[config.mk]
export PLATFORM = sky130hd
export DESIGN_NAME = min_extract_store_unit
export DESIGN_NICKNAME = d
export VERILOG_FILES = /design/src/rtl/core/mes_pkg.sv /design/src/rtl/core/mes_ram.sv /design/src/rtl/core/mes_ctrl.sv /design/src/rtl/core/mes_dp.sv /design/src/rtl/core/min_extract_store_unit.sv
export SDC_FILE = /design/constraint.sdc
export NUM_CORES = 1
export LEC_CHECK = 0
export BUFFER_PORTS_ARGS = -buffer_cell sky130_fd_sc_hd__buf_2
export CAP_MARGIN = 20
export CORE_ASPECT_RATIO = 1.75
export CORE_MARGIN = 4
export CORE_UTILIZATION = 42
export DETAILED_ROUTE_END_ITERATION = 10
export PLACE_DENSITY = 0.59
export SLEW_MARGIN = 10
export SYNTH_ARGS = -nofsm -noshare
export SYNTH_HDL_FRONTEND = slang
export SYNTH_HIERARCHICAL = 1
export SYNTH_SLANG_ARGS = --single-unit
[constraint.sdc]
create_clock -name clk -period 11.1 [get_ports clk]
set_input_delay 1.11 -clock clk [delete_from_list [all_inputs] [get_ports clk]]
set_output_delay 1.11 -clock clk [all_outputs]
set_load 0.05 [all_outputs]
[src/rtl/core/mes_pkg.sv]
package mes_pkg;

  localparam int VALUE_W  = 32;
  localparam int STATUS_W = 2;
  localparam int COUNT_W  = 5;
  localparam int IN_DATA_W  = 32;
  localparam int OUT_DATA_W = 40;

  localparam logic OP_INSERT  = 1'b0;
  localparam logic OP_EXTRACT = 1'b1;

  localparam logic [STATUS_W-1:0] ST_OK    = 2'd0;
  localparam logic [STATUS_W-1:0] ST_EMPTY = 2'd1;
  localparam logic [STATUS_W-1:0] ST_FULL  = 2'd2;

  typedef enum logic [2:0] {
    S_IDLE,
    S_EXEC,
    S_SCAN,
    S_MOVE,
    S_RESP
  } state_t;

  // Commands from the controller to the datapath.
  typedef struct packed {
    logic take;
    logic do_insert;
    logic set_full;
    logic set_empty;
    logic scan_begin;
    logic scan_step;
    logic do_move;
    logic load_out;
  } cmd_t;

  // Status from the datapath to the controller.
  typedef struct packed {
    logic is_extract;
    logic full;
    logic empty;
    logic scan_done;
    logic out_free;
  } stat_t;

endpackage

[src/rtl/core/mes_ram.sv]
module mes_ram #(
  parameter int WIDTH = 32,
  parameter int DEPTH = 16,
  parameter int AW = (DEPTH > 1) ? $clog2(DEPTH) : 1
) (
  input  logic             clk,
  input  logic             we,
  input  logic [AW-1:0]    waddr,
  input  logic [WIDTH-1:0] wdata,
  input  logic [AW-1:0]    raddr,
  output logic [WIDTH-1:0] rdata
);

  logic [WIDTH-1:0] mem [DEPTH];

  always_ff @(posedge clk) begin
    if (we) begin
      mem[waddr] <= wdata;
    end
    rdata <= mem[raddr];
  end

endmodule

[src/rtl/core/mes_ctrl.sv]
module mes_ctrl (
  input  logic          clk,
  input  logic          rst,
  input  logic          s_tvalid,
  output logic          s_tready,
  input  mes_pkg::stat_t stat,
  output mes_pkg::cmd_t  cmd
);
  import mes_pkg::*;

  state_t state;
  state_t state_next;

  always_ff @(posedge clk) begin
    if (rst) begin
      state <= S_IDLE;
    end else begin
      state <= state_next;
    end
  end

  always_comb begin
    state_next = state;
    case (state)
      S_IDLE: begin
        if (s_tvalid) begin
          state_next = S_EXEC;
        end
      end
      S_EXEC: begin
        if (stat.is_extract && !stat.empty) begin
          state_next = S_SCAN;
        end else begin
          state_next = S_RESP;
        end
      end
      S_SCAN: begin
        if (stat.scan_done) begin
          state_next = S_MOVE;
        end
      end
      S_MOVE: begin
        state_next = S_RESP;
      end
      S_RESP: begin
        if (stat.out_free) begin
          state_next = S_IDLE;
        end
      end
      default: begin
        state_next = S_IDLE;
      end
    endcase
  end

  always_comb begin
    cmd      = '0;
    s_tready = 1'b0;
    case (state)
      S_IDLE: begin
        s_tready = 1'b1;
        cmd.take = s_tvalid;
      end
      S_EXEC: begin
        if (stat.is_extract) begin
          cmd.set_empty  = stat.empty;
          cmd.scan_begin = !stat.empty;
        end else begin
          cmd.set_full  = stat.full;
          cmd.do_insert = !stat.full;
        end
      end
      S_SCAN: begin
        cmd.scan_step = 1'b1;
      end
      S_MOVE: begin
        cmd.do_move = 1'b1;
      end
      S_RESP: begin
        cmd.load_out = stat.out_free;
      end
      default: begin
        cmd = '0;
      end
    endcase
  end

endmodule

[src/rtl/core/mes_dp.sv]
module mes_dp #(
  parameter int CAPACITY = 16
) (
  input  logic                               clk,
  input  logic                               rst,
  input  mes_pkg::cmd_t                      cmd,
  output mes_pkg::stat_t                     stat,
  input  logic [mes_pkg::IN_DATA_W-1:0]      s_tdata,
  input  logic                               s_tuser,
  output logic                               m_tvalid,
  input  logic                               m_tready,
  output logic [mes_pkg::OUT_DATA_W-1:0]     m_tdata,
  output logic [mes_pkg::STATUS_W-1:0]       m_tuser
);
  import mes_pkg::*;

  localparam int AW = (CAPACITY > 1) ? $clog2(CAPACITY) : 1;
  localparam int CW = $clog2(CAPACITY + 1);

  logic               opcode;
  logic [VALUE_W-1:0] value;
  logic [CW-1:0]      count;
  logic [AW-1:0]      idx;
  logic [AW-1:0]      last_idx;
  logic [VALUE_W-1:0] best_val;
  logic [AW-1:0]      best_idx;
  logic [VALUE_W-1:0] last_val;
  logic [STATUS_W-1:0] res_status;
  logic [VALUE_W-1:0]  res_min;

  logic               ram_we;
  logic [AW-1:0]      ram_waddr;
  logic [VALUE_W-1:0] ram_wdata;
  logic [AW-1:0]      ram_raddr;
  logic [VALUE_W-1:0] ram_rdata;
  logic               take_new;

  // Entries are kept packed in slots 0 to count-1; an extract refills the
  // freed slot with the entry from the top slot.
  mes_ram #(
    .WIDTH (VALUE_W),
    .DEPTH (CAPACITY)
  ) u_ram (
    .clk   (clk),
    .we    (ram_we),
    .waddr (ram_waddr),
    .wdata (ram_wdata),
    .raddr (ram_raddr),
    .rdata (ram_rdata)
  );

  assign last_idx  = AW'(count - CW'(1));
  assign ram_we    = cmd.do_insert || cmd.do_move;
  assign ram_waddr = cmd.do_move ? best_idx : AW'(count);
  assign ram_wdata = cmd.do_move ? last_val : value;
  assign ram_raddr = cmd.scan_begin ? '0 : AW'(idx + AW'(1));

  // Read data is registered, so in a scan step it belongs
  // to slot idx. Ties keep the earlier slot.
  assign take_new = (idx == '0) || ($signed(ram_rdata) < $signed(best_val));

  assign stat.is_extract = (opcode == OP_EXTRACT);
  assign stat.full       = (count == CW'(CAPACITY));
  assign stat.empty      = (count == '0);
  assign stat.scan_done  = (idx == last_idx);
  assign stat.out_free   = !m_tvalid || m_tready;

  always_ff @(posedge clk) begin
    if (cmd.take) begin
      opcode <= s_tuser;
      value  <= s_tdata;
    end
    if (cmd.scan_begin) begin
      idx <= '0;
    end else if (cmd.scan_step) begin
      idx      <= AW'(idx + AW'(1));
      last_val <= ram_rdata;
      if (take_new) begin
        best_val <= ram_rdata;
        best_idx <= idx;
      end
    end
    if (cmd.do_insert) begin
      res_status <= ST_OK;
      res_min    <= '0;
    end else if (cmd.set_full) begin
      res_status <= ST_FULL;
      res_min    <= '0;
    end else if (cmd.set_empty) begin
      res_status <= ST_EMPTY;
      res_min    <= '0;
    end else if (cmd.do_move) begin
      res_status <= ST_OK;
      res_min    <= best_val;
    end
    if (cmd.load_out) begin
      m_tuser <= res_status;
      m_tdata <= {3'b000, COUNT_W'(count), res_min};
    end
  end

  always_ff @(posedge clk) begin
    if (rst) begin
      count    <= '0;
      m_tvalid <= 1'b0;
    end else begin
      if (cmd.do_insert) begin
        count <= CW'(count + CW'(1));
      end else if (cmd.do_move) begin
        count <= CW'(count - CW'(1));
      end
      if (cmd.load_out) begin
        m_tvalid <= 1'b1;
      end else if (m_tready) begin
        m_tvalid <= 1'b0;
      end
    end
  end

  a_count_bound: assert property (@(posedge clk) disable iff (rst)
    count <= CW'(CAPACITY))
    else $error("entry count above capacity");

  a_insert_not_full: assert property (@(posedge clk) disable iff (rst)
    cmd.do_insert |-> !stat.full)
    else $error("insert written into a full store");

  a_move_not_empty: assert property (@(posedge clk) disable iff (rst)
    cmd.do_move |-> !stat.empty)
    else $error("extract removed from an empty store");

  a_scan_in_range: assert property (@(posedge clk) disable iff (rst)
    cmd.scan_step |-> ({1'b0, idx} < (AW + 1)'(count)))
    else $error("scan index beyond stored entries");

  a_load_free: assert property (@(posedge clk) disable iff (rst)
    cmd.load_out |-> stat.out_free)
    else $error("result loaded over an untaken result");

endmodule

[src/rtl/core/min_extract_store_unit.sv]
// Min-extract store: a bounded multiset of signed 32-bit values.
// An insert request (s_tuser = 0) stores s_tdata in the next free slot; an
// extract request (s_tuser = 1) removes one smallest value and returns it.
// Every request gives exactly one result on the master side, with a status
// in m_tuser (ok, extract on empty store, insert on full store dropped),
// the extracted value (zero unless an ok extract) and the entry count after
// the request in m_tdata.
// One request is worked on at a time; s_tready is high only while idle.
// An insert, or an extract on an empty store, goes from acceptance through
// the execute state to the response state. An extract on a non-empty store
// also passes the scan and move states: the RAM read port is walked one entry
// per cycle with one signed comparator, then the top entry fills the slot.
// The result sits in an output register, and the block returns to idle as
// soon as that register is loaded. If the receiver stalls while a result
// is still held, the next request finishes its work and waits until the
// register is free.
// Reset empties the store at once (the count goes to zero); no clearing
// pass is needed.
module min_extract_store_unit #(
  parameter int CAPACITY = 16
) (
  input  logic        clk,
  input  logic        rst,
  input  logic        s_tvalid,
  output logic        s_tready,
  input  logic [31:0] s_tdata,   // value[31:0]
  input  logic        s_tuser,   // opcode[0]
  output logic        m_tvalid,
  input  logic        m_tready,
  output logic [39:0] m_tdata,   // min_value[31:0], count[36:32], zero pad
  output logic [1:0]  m_tuser    // status[1:0]
);
  import mes_pkg::*;

  cmd_t  cmd;
  stat_t stat;

  mes_ctrl u_ctrl (
    .clk      (clk),
    .rst      (rst),
    .s_tvalid (s_tvalid),
    .s_tready (s_tready),
    .stat     (stat),
    .cmd      (cmd)
  );

  mes_dp #(
    .CAPACITY (CAPACITY)
  ) u_dp (
    .clk      (clk),
    .rst      (rst),
    .cmd      (cmd),
    .stat     (stat),
    .s_tdata  (s_tdata),
    .s_tuser  (s_tuser),
    .m_tvalid (m_tvalid),
    .m_tready (m_tready),
    .m_tdata  (m_tdata),
    .m_tuser  (m_tuser)
  );

endmodule

== Yosys cells after proc, flatten, opt, wreduce, memory -nomap -nowiden ==
Memories as Yosys holds them, arrays and structs flattened. A register that Yosys moved wholly into a read port is not among the register bits.
Index checks and enable logic that the tools add are counted.

* Bitwise gates (word level): 1
* $lt $le $gt $ge: 1
* Mux-type cells: 25
* Reductions and logical operators: 19
* Equal/unequal tests: 9
* Add/sub/neg operators: 3

{| class="wikitable"
|+ Operators with widths
! operator !! count
|-
| $lt A32 B32 Y1 || 1
|-
| $mux W32 || 1
|-
| $pmux W3 S5 || 1
|-
| $mux W3 || 4
|-
| $mux W4 || 3
|-
| $mux W2 || 5
|-
| $mux W5 || 2
|-
| $mux W1 || 9
|-
| $eq A3 B2 Y1 const B || 2
|-
| $reduce_and A3 Y1 || 2
|-
| $reduce_bool A2 Y1 || 3
|-
| $add A5 B1 Y5 const B || 1
|-
| $eq A5 B5 Y1 const B || 1
|-
| $logic_not A5 Y1 || 1
|-
| $sub A5 B1 Y5 const B || 1
|-
| $add A4 B1 Y4 const B || 1
|-
| $eq A4 B4 Y1 || 1
|-
| $logic_not A4 Y1 || 1
|-
| $ne A2 B2 Y1 const B || 2
|-
| $eq A3 B1 Y1 const B || 1
|-
| $eq A3 B3 Y1 const B || 1
|-
| $logic_not A1 Y1 || 3
|-
| $logic_not A3 Y1 || 1
|-
| $logic_or A1 B1 Y1 || 3
|-
| other kinds (7) || 7
|}

* Output and inout bits: 44
* Word-level logic and storage cells: 73
* Register bits after elaboration: 187
* Memories: 1
* Memory bits (writable): 512
* Bits of input ports: 37

{| class="wikitable"
|+ Memory list
! name !! words !! bits a word !! rd ports !! clocked after memory_dff !! wr ports !! line !! text
|-
| u_dp.u_ram.mem || 16 || 32 || 1 || 1 || 1 || mes_ram.sv:14 || <nowiki>logic [WIDTH-1:0] mem [DEPTH];</nowiki>
|}

== Logic depth before layout (Yosys ltp) ==
* Word-level depth: 7
* Depth in mapped cells: 11
* Depth with buffers taken out: 10

== Cells and area by module ==
Netlist, hierarchy kept.

{| class="wikitable"
|+ Modules (own cells, without submodules)
! module !! cells an instance !! sequential area each (µm²) !! area each (µm²) !! instances
|-
| mes_ram || 838 || 16015.4 || 19835.3 || 1
|-
| mes_dp || 492 || 5084.9 || 7264.5 || 1
|-
| mes_ctrl || 25 || 60.1 || 226.5 || 1
|}

== Worst setup path before layout ==
No wires, ideal clock.

* Path kind: register to register
* Start: reg u_dp.count[0]
* End: mem u_dp.u_ram.mem[0][0], enable pin
* Required time: 10.639 ns
* Path buffers: 0
* Library setup time: 0.461 ns
* Stages on the path, launching flop included: 9
* Clock period less this slack: 4.801 ns
* Data arrival time: 4.340 ns
* Path slack: 6.299 ns
* Cell sequence: dfxtp_1 -> inv_1 -> ha_1 -> nor4bb_1 -> nor3_1 -> inv_1 -> nand2_1 -> or3b_2 -> nor3_1

{| class="wikitable"
|+ RTL lines
! item !! line !! text
|-
| start: declaration || mes_dp.sv:22 || <nowiki>logic [CW-1:0] count;</nowiki>
|-
| start signal: assignment || mes_dp.sv:108 || <nowiki>count <= CW'(count + CW'(1));</nowiki>
|-
| start signal: assignment || mes_dp.sv:110 || <nowiki>count <= CW'(count - CW'(1));</nowiki>
|-
| end: declaration || mes_ram.sv:14 ||
|}

==> metrics.md <==
| Metric | Value |
|---|---|
| Hold buffers post-CTS | 0 |
| YS warnings | 6 |
| DP Cell Count | roughly 2200 |
| Detail Placement HPWL | slightly above 30000 um |
| Worst vdd ir | roughly 0.17 mV |
| Die Ht | 345 um |
| Finished Cell Area | 30700 um2 |
| PortBufs | 77 |
| Synth top area cells | edfxtp_1, mux4_2, dfxtp_1 |
| Gr usage total | 17.0% |
| CTS Buffer Depth | 3 |
| Setup crit end kind | register |
| Max cap viols | 0 |
| Clock Sinks | between 700 and 800 |
| Area share of the leading cell type in the synthesized netlist | a little under three quarters |
| Met2 Resource Use GR | a little under 30% |
| Nets | about 1500 |
| HP Class | reg2reg |
| RSZ-0062 raised after global routing | no |
| Area after DPL | 28800 um2 |
| Fillers | approximately 5300 |
| Drt first pass iters | 7 |
| Clock latency on the worst-skew pair | between 0.6 and 0.7 ns |
| Layout area overhead | 12.4% |
| FFs w/ async S/R, synth | 0% |
| DR DRC count | 0 |
| Cell with the most instances after synthesis | edfxtp_1 |
| Routability congestion estimate from global placement | 0.742 |
| Full die area | approximately 70000 um2 |
| Commonest cells post-synth | edfxtp_1, mux4_2, dfxtp_1 |
| TritonCTS Buffers | 60 |
| Met1 Use GR | 22.8% |
| CP required | between 10 and 15 ns |
| Worst-path clk slew | ~0.070 ns |
| Initial Util | a little over two fifths |
| Initial antenna violation count | 1 |
| Post-CTS sizing | 0 |
| Largest net degree at the start of global routing | between 100 and 150 |
| Netlist Area Pre-Place | ~27000 um2 |
| Post-route ant nets | 0 |
| Relative slew slack | about 25% |
| Synth area leader | edfxtp_1 |
| # IOs | 81 |
| Multi-input gate area | a little under 6000 um2 |
| Worst clock skew | around 0.024 ns |
| Vias in the first global route | 13500 |
| CTS tree | built |
| Sequential standard cell area | 21200 um2 |
| Share of post-route cells with drive strength above 1 | 25.2% |
| Crit path DAT | about 4.0 ns |
| Wire per inst | 25.6 um |
| Syn_area_per_cell | roughly 20 um2 |
| Primary FF master, synth | edfxtp_1 |
| Grt met3 use | 2.15% |
| Post-Layout Cell Count | ~2300 |
| Via count | about 13000 |
| DR iter-0 viols | between 1000 and 1500 |
| Startpoint types | register |
| Seq/Total Area, Yosys | between 70% and 80% |
| Routed WL | a little under 60000 um |
| Leakage | roughly 10 nW |
| Die X | roughly 200 um |
| Synth unique cells | 47 |
| Synth Register Bits | between 700 and 800 |
| Worst-path maximum fanout | 18 |
| Vias/cell | 5.58 |
| Hold violation count in the final report | 0 |
| Slew at the pin with the worst max-slew slack | between 1 and 1.5 ns |
| Period utilization | 33.7% |
| Peak Freq | ~270 MHz |
| Number of synthesized flops with an enable pin | 652 |
| First-pass GRT wire length | ~89000 um |
| Core region area | around 64000 um2 |
| Status | complete, no violations |
| Final setup viols | 0 |
| Total negative slack | 0 ns |
| Crit path kind | reg2reg |
| GRT Residual Overflow | 0 |
| Final slew viol count | 0 |
| Gr busiest metal | met2 |
| Power Density | slightly above 200 nW/um2 |
| Min Tclk post-route | about 3.7 ns |
| FP Rows | ~120 |
| Setup Fix Bufs, Post-CTS | 0 |
| Root Buffer | clkbuf_16 |
| H-tree levels | 2 |
| Gate Count Post-Synth | roughly 1400 |
-- path summary, 6_finish.rpt --
kind	slack, ns	end	startpoint	depth (start not counted)
worst max register to register	7.36	u_dp/u_ram/mem[9][19]	u_dp/count[0]	9
worst max-delay path	7.36	u_dp/u_ram/mem[9][19]	u_dp/count[0]	9
worst min register to register	0.43	u_dp/m_tdata[13]	u_dp/res_min[13]	0
worst min-delay path	0.43	u_dp/m_tdata[13]	u_dp/res_min[13]	0
-- critical path, stage by stage (launching register included) --
cell,delay (ns)
dfxtp_1,0.45
inv_1,0.13
ha_1,0.22
nor4bb_1,0.15
nor3_1,0.57
inv_1,0.21
nand2_1,0.22
nand3b_1,0.32
nor2_4,0.65
buf_4,0.46
-- where the power goes --
part	internal, mW	total, mW	switching, mW
clock network	1.12	2.06	0.940
registers	3.12	3.23	0.106
logic	0.451	0.917	0.466
-- cell usage in the layout, fill, tap and decap left out, types with 4 or more instances in the layout --
master	count
a21oi_1	16
nor3_1	8
xnor2_1	10
ha_1	36
nor3_2	4
clkinv_1	15
buf_2	77
o21ai_0	7
dfxtp_1	79
buf_4	26
nor2_4	13
mux2_2	34
nand2b_1	4
nand4_1	7
inv_1	39
bufinv_16	5
clkinv_2	10
nand3_1	7
clkbuf_1	17
clkbuf_16	60
nor2_1	50
a22oi_1	64
mux4_2	128
xor2_1	5
mux2i_1	35
nand2_1	50
edfxtp_1	652
-- flip-flops by register name, summed over array words and instances (netlist names) --
register	cells
u_dp/last_val	32
u_dp/count	5
u_dp/idx	4
u_dp/u_ram/rdata	32
u_dp/m_tvalid	1
u_dp/u_ram/mem	512
u_ctrl/state	3
u_dp/res_status	2
u_dp/value	32
u_dp/best_idx	4
u_dp/m_tuser	2
u_dp/opcode	1
u_dp/m_tdata	37
u_dp/best_val	32
u_dp/res_min	32
-- per-layer routing --
layer,part of all wire [%],vias to the layer above,wire [um]
li1,-,5636,-
met1,41,6871,24400
met2,51,381,30400
met3,5.1,78,3000
met4,2.7,0,1590
met5,0,-,0
-- area by class of cell --
class | instances | share of cell area, %
timing repair buffer | 105 | 2.02
inverter | 39 | 0.477
clock buffer | 78 | 5.14
antenna | 1 | 0.00815
multi-input combinational | 522 | 19.1
clock inverter | 35 | 0.994
sequential | 731 | 68.9
tap | 812 | 3.31
-- cells by family after synthesis --
kind of cell             Yosys count  share of synthesized area, %
AO/OA/AOI/OAI                     99                          2.54
buffers and inverters            104                          1.65
other                              1                        0.0137
AND/OR/NAND/NOR                  172                          2.99
multiplexers                     197                          13.2
XOR/XNOR                          15                         0.481
flip-flops                       731                          77.4
adder cells (fa/ha/maj)           36                          1.65
-- stage by stage --
stage / hold slack, ns / total power, mW / setup slack (ns) / utilization, %
3_3_place_gp: 0.417 / 4.21 / 7.44 / 44.8
4_1_cts: 0.436 / 6.28 / 7.37 / 47.7
6_report: 0.434 / 6.21 / 7.36 / 47.7
5_1_grt: 0.449 / 6.46 / 7.03 / 47.7
3_5_place_dp: 0.421 / 4.22 / 7.39 / 44.8
2_1_floorplan: 0.406 / 3.97 / 6.30 / -
No activity file was read; power rests on OpenSTA's default activity.
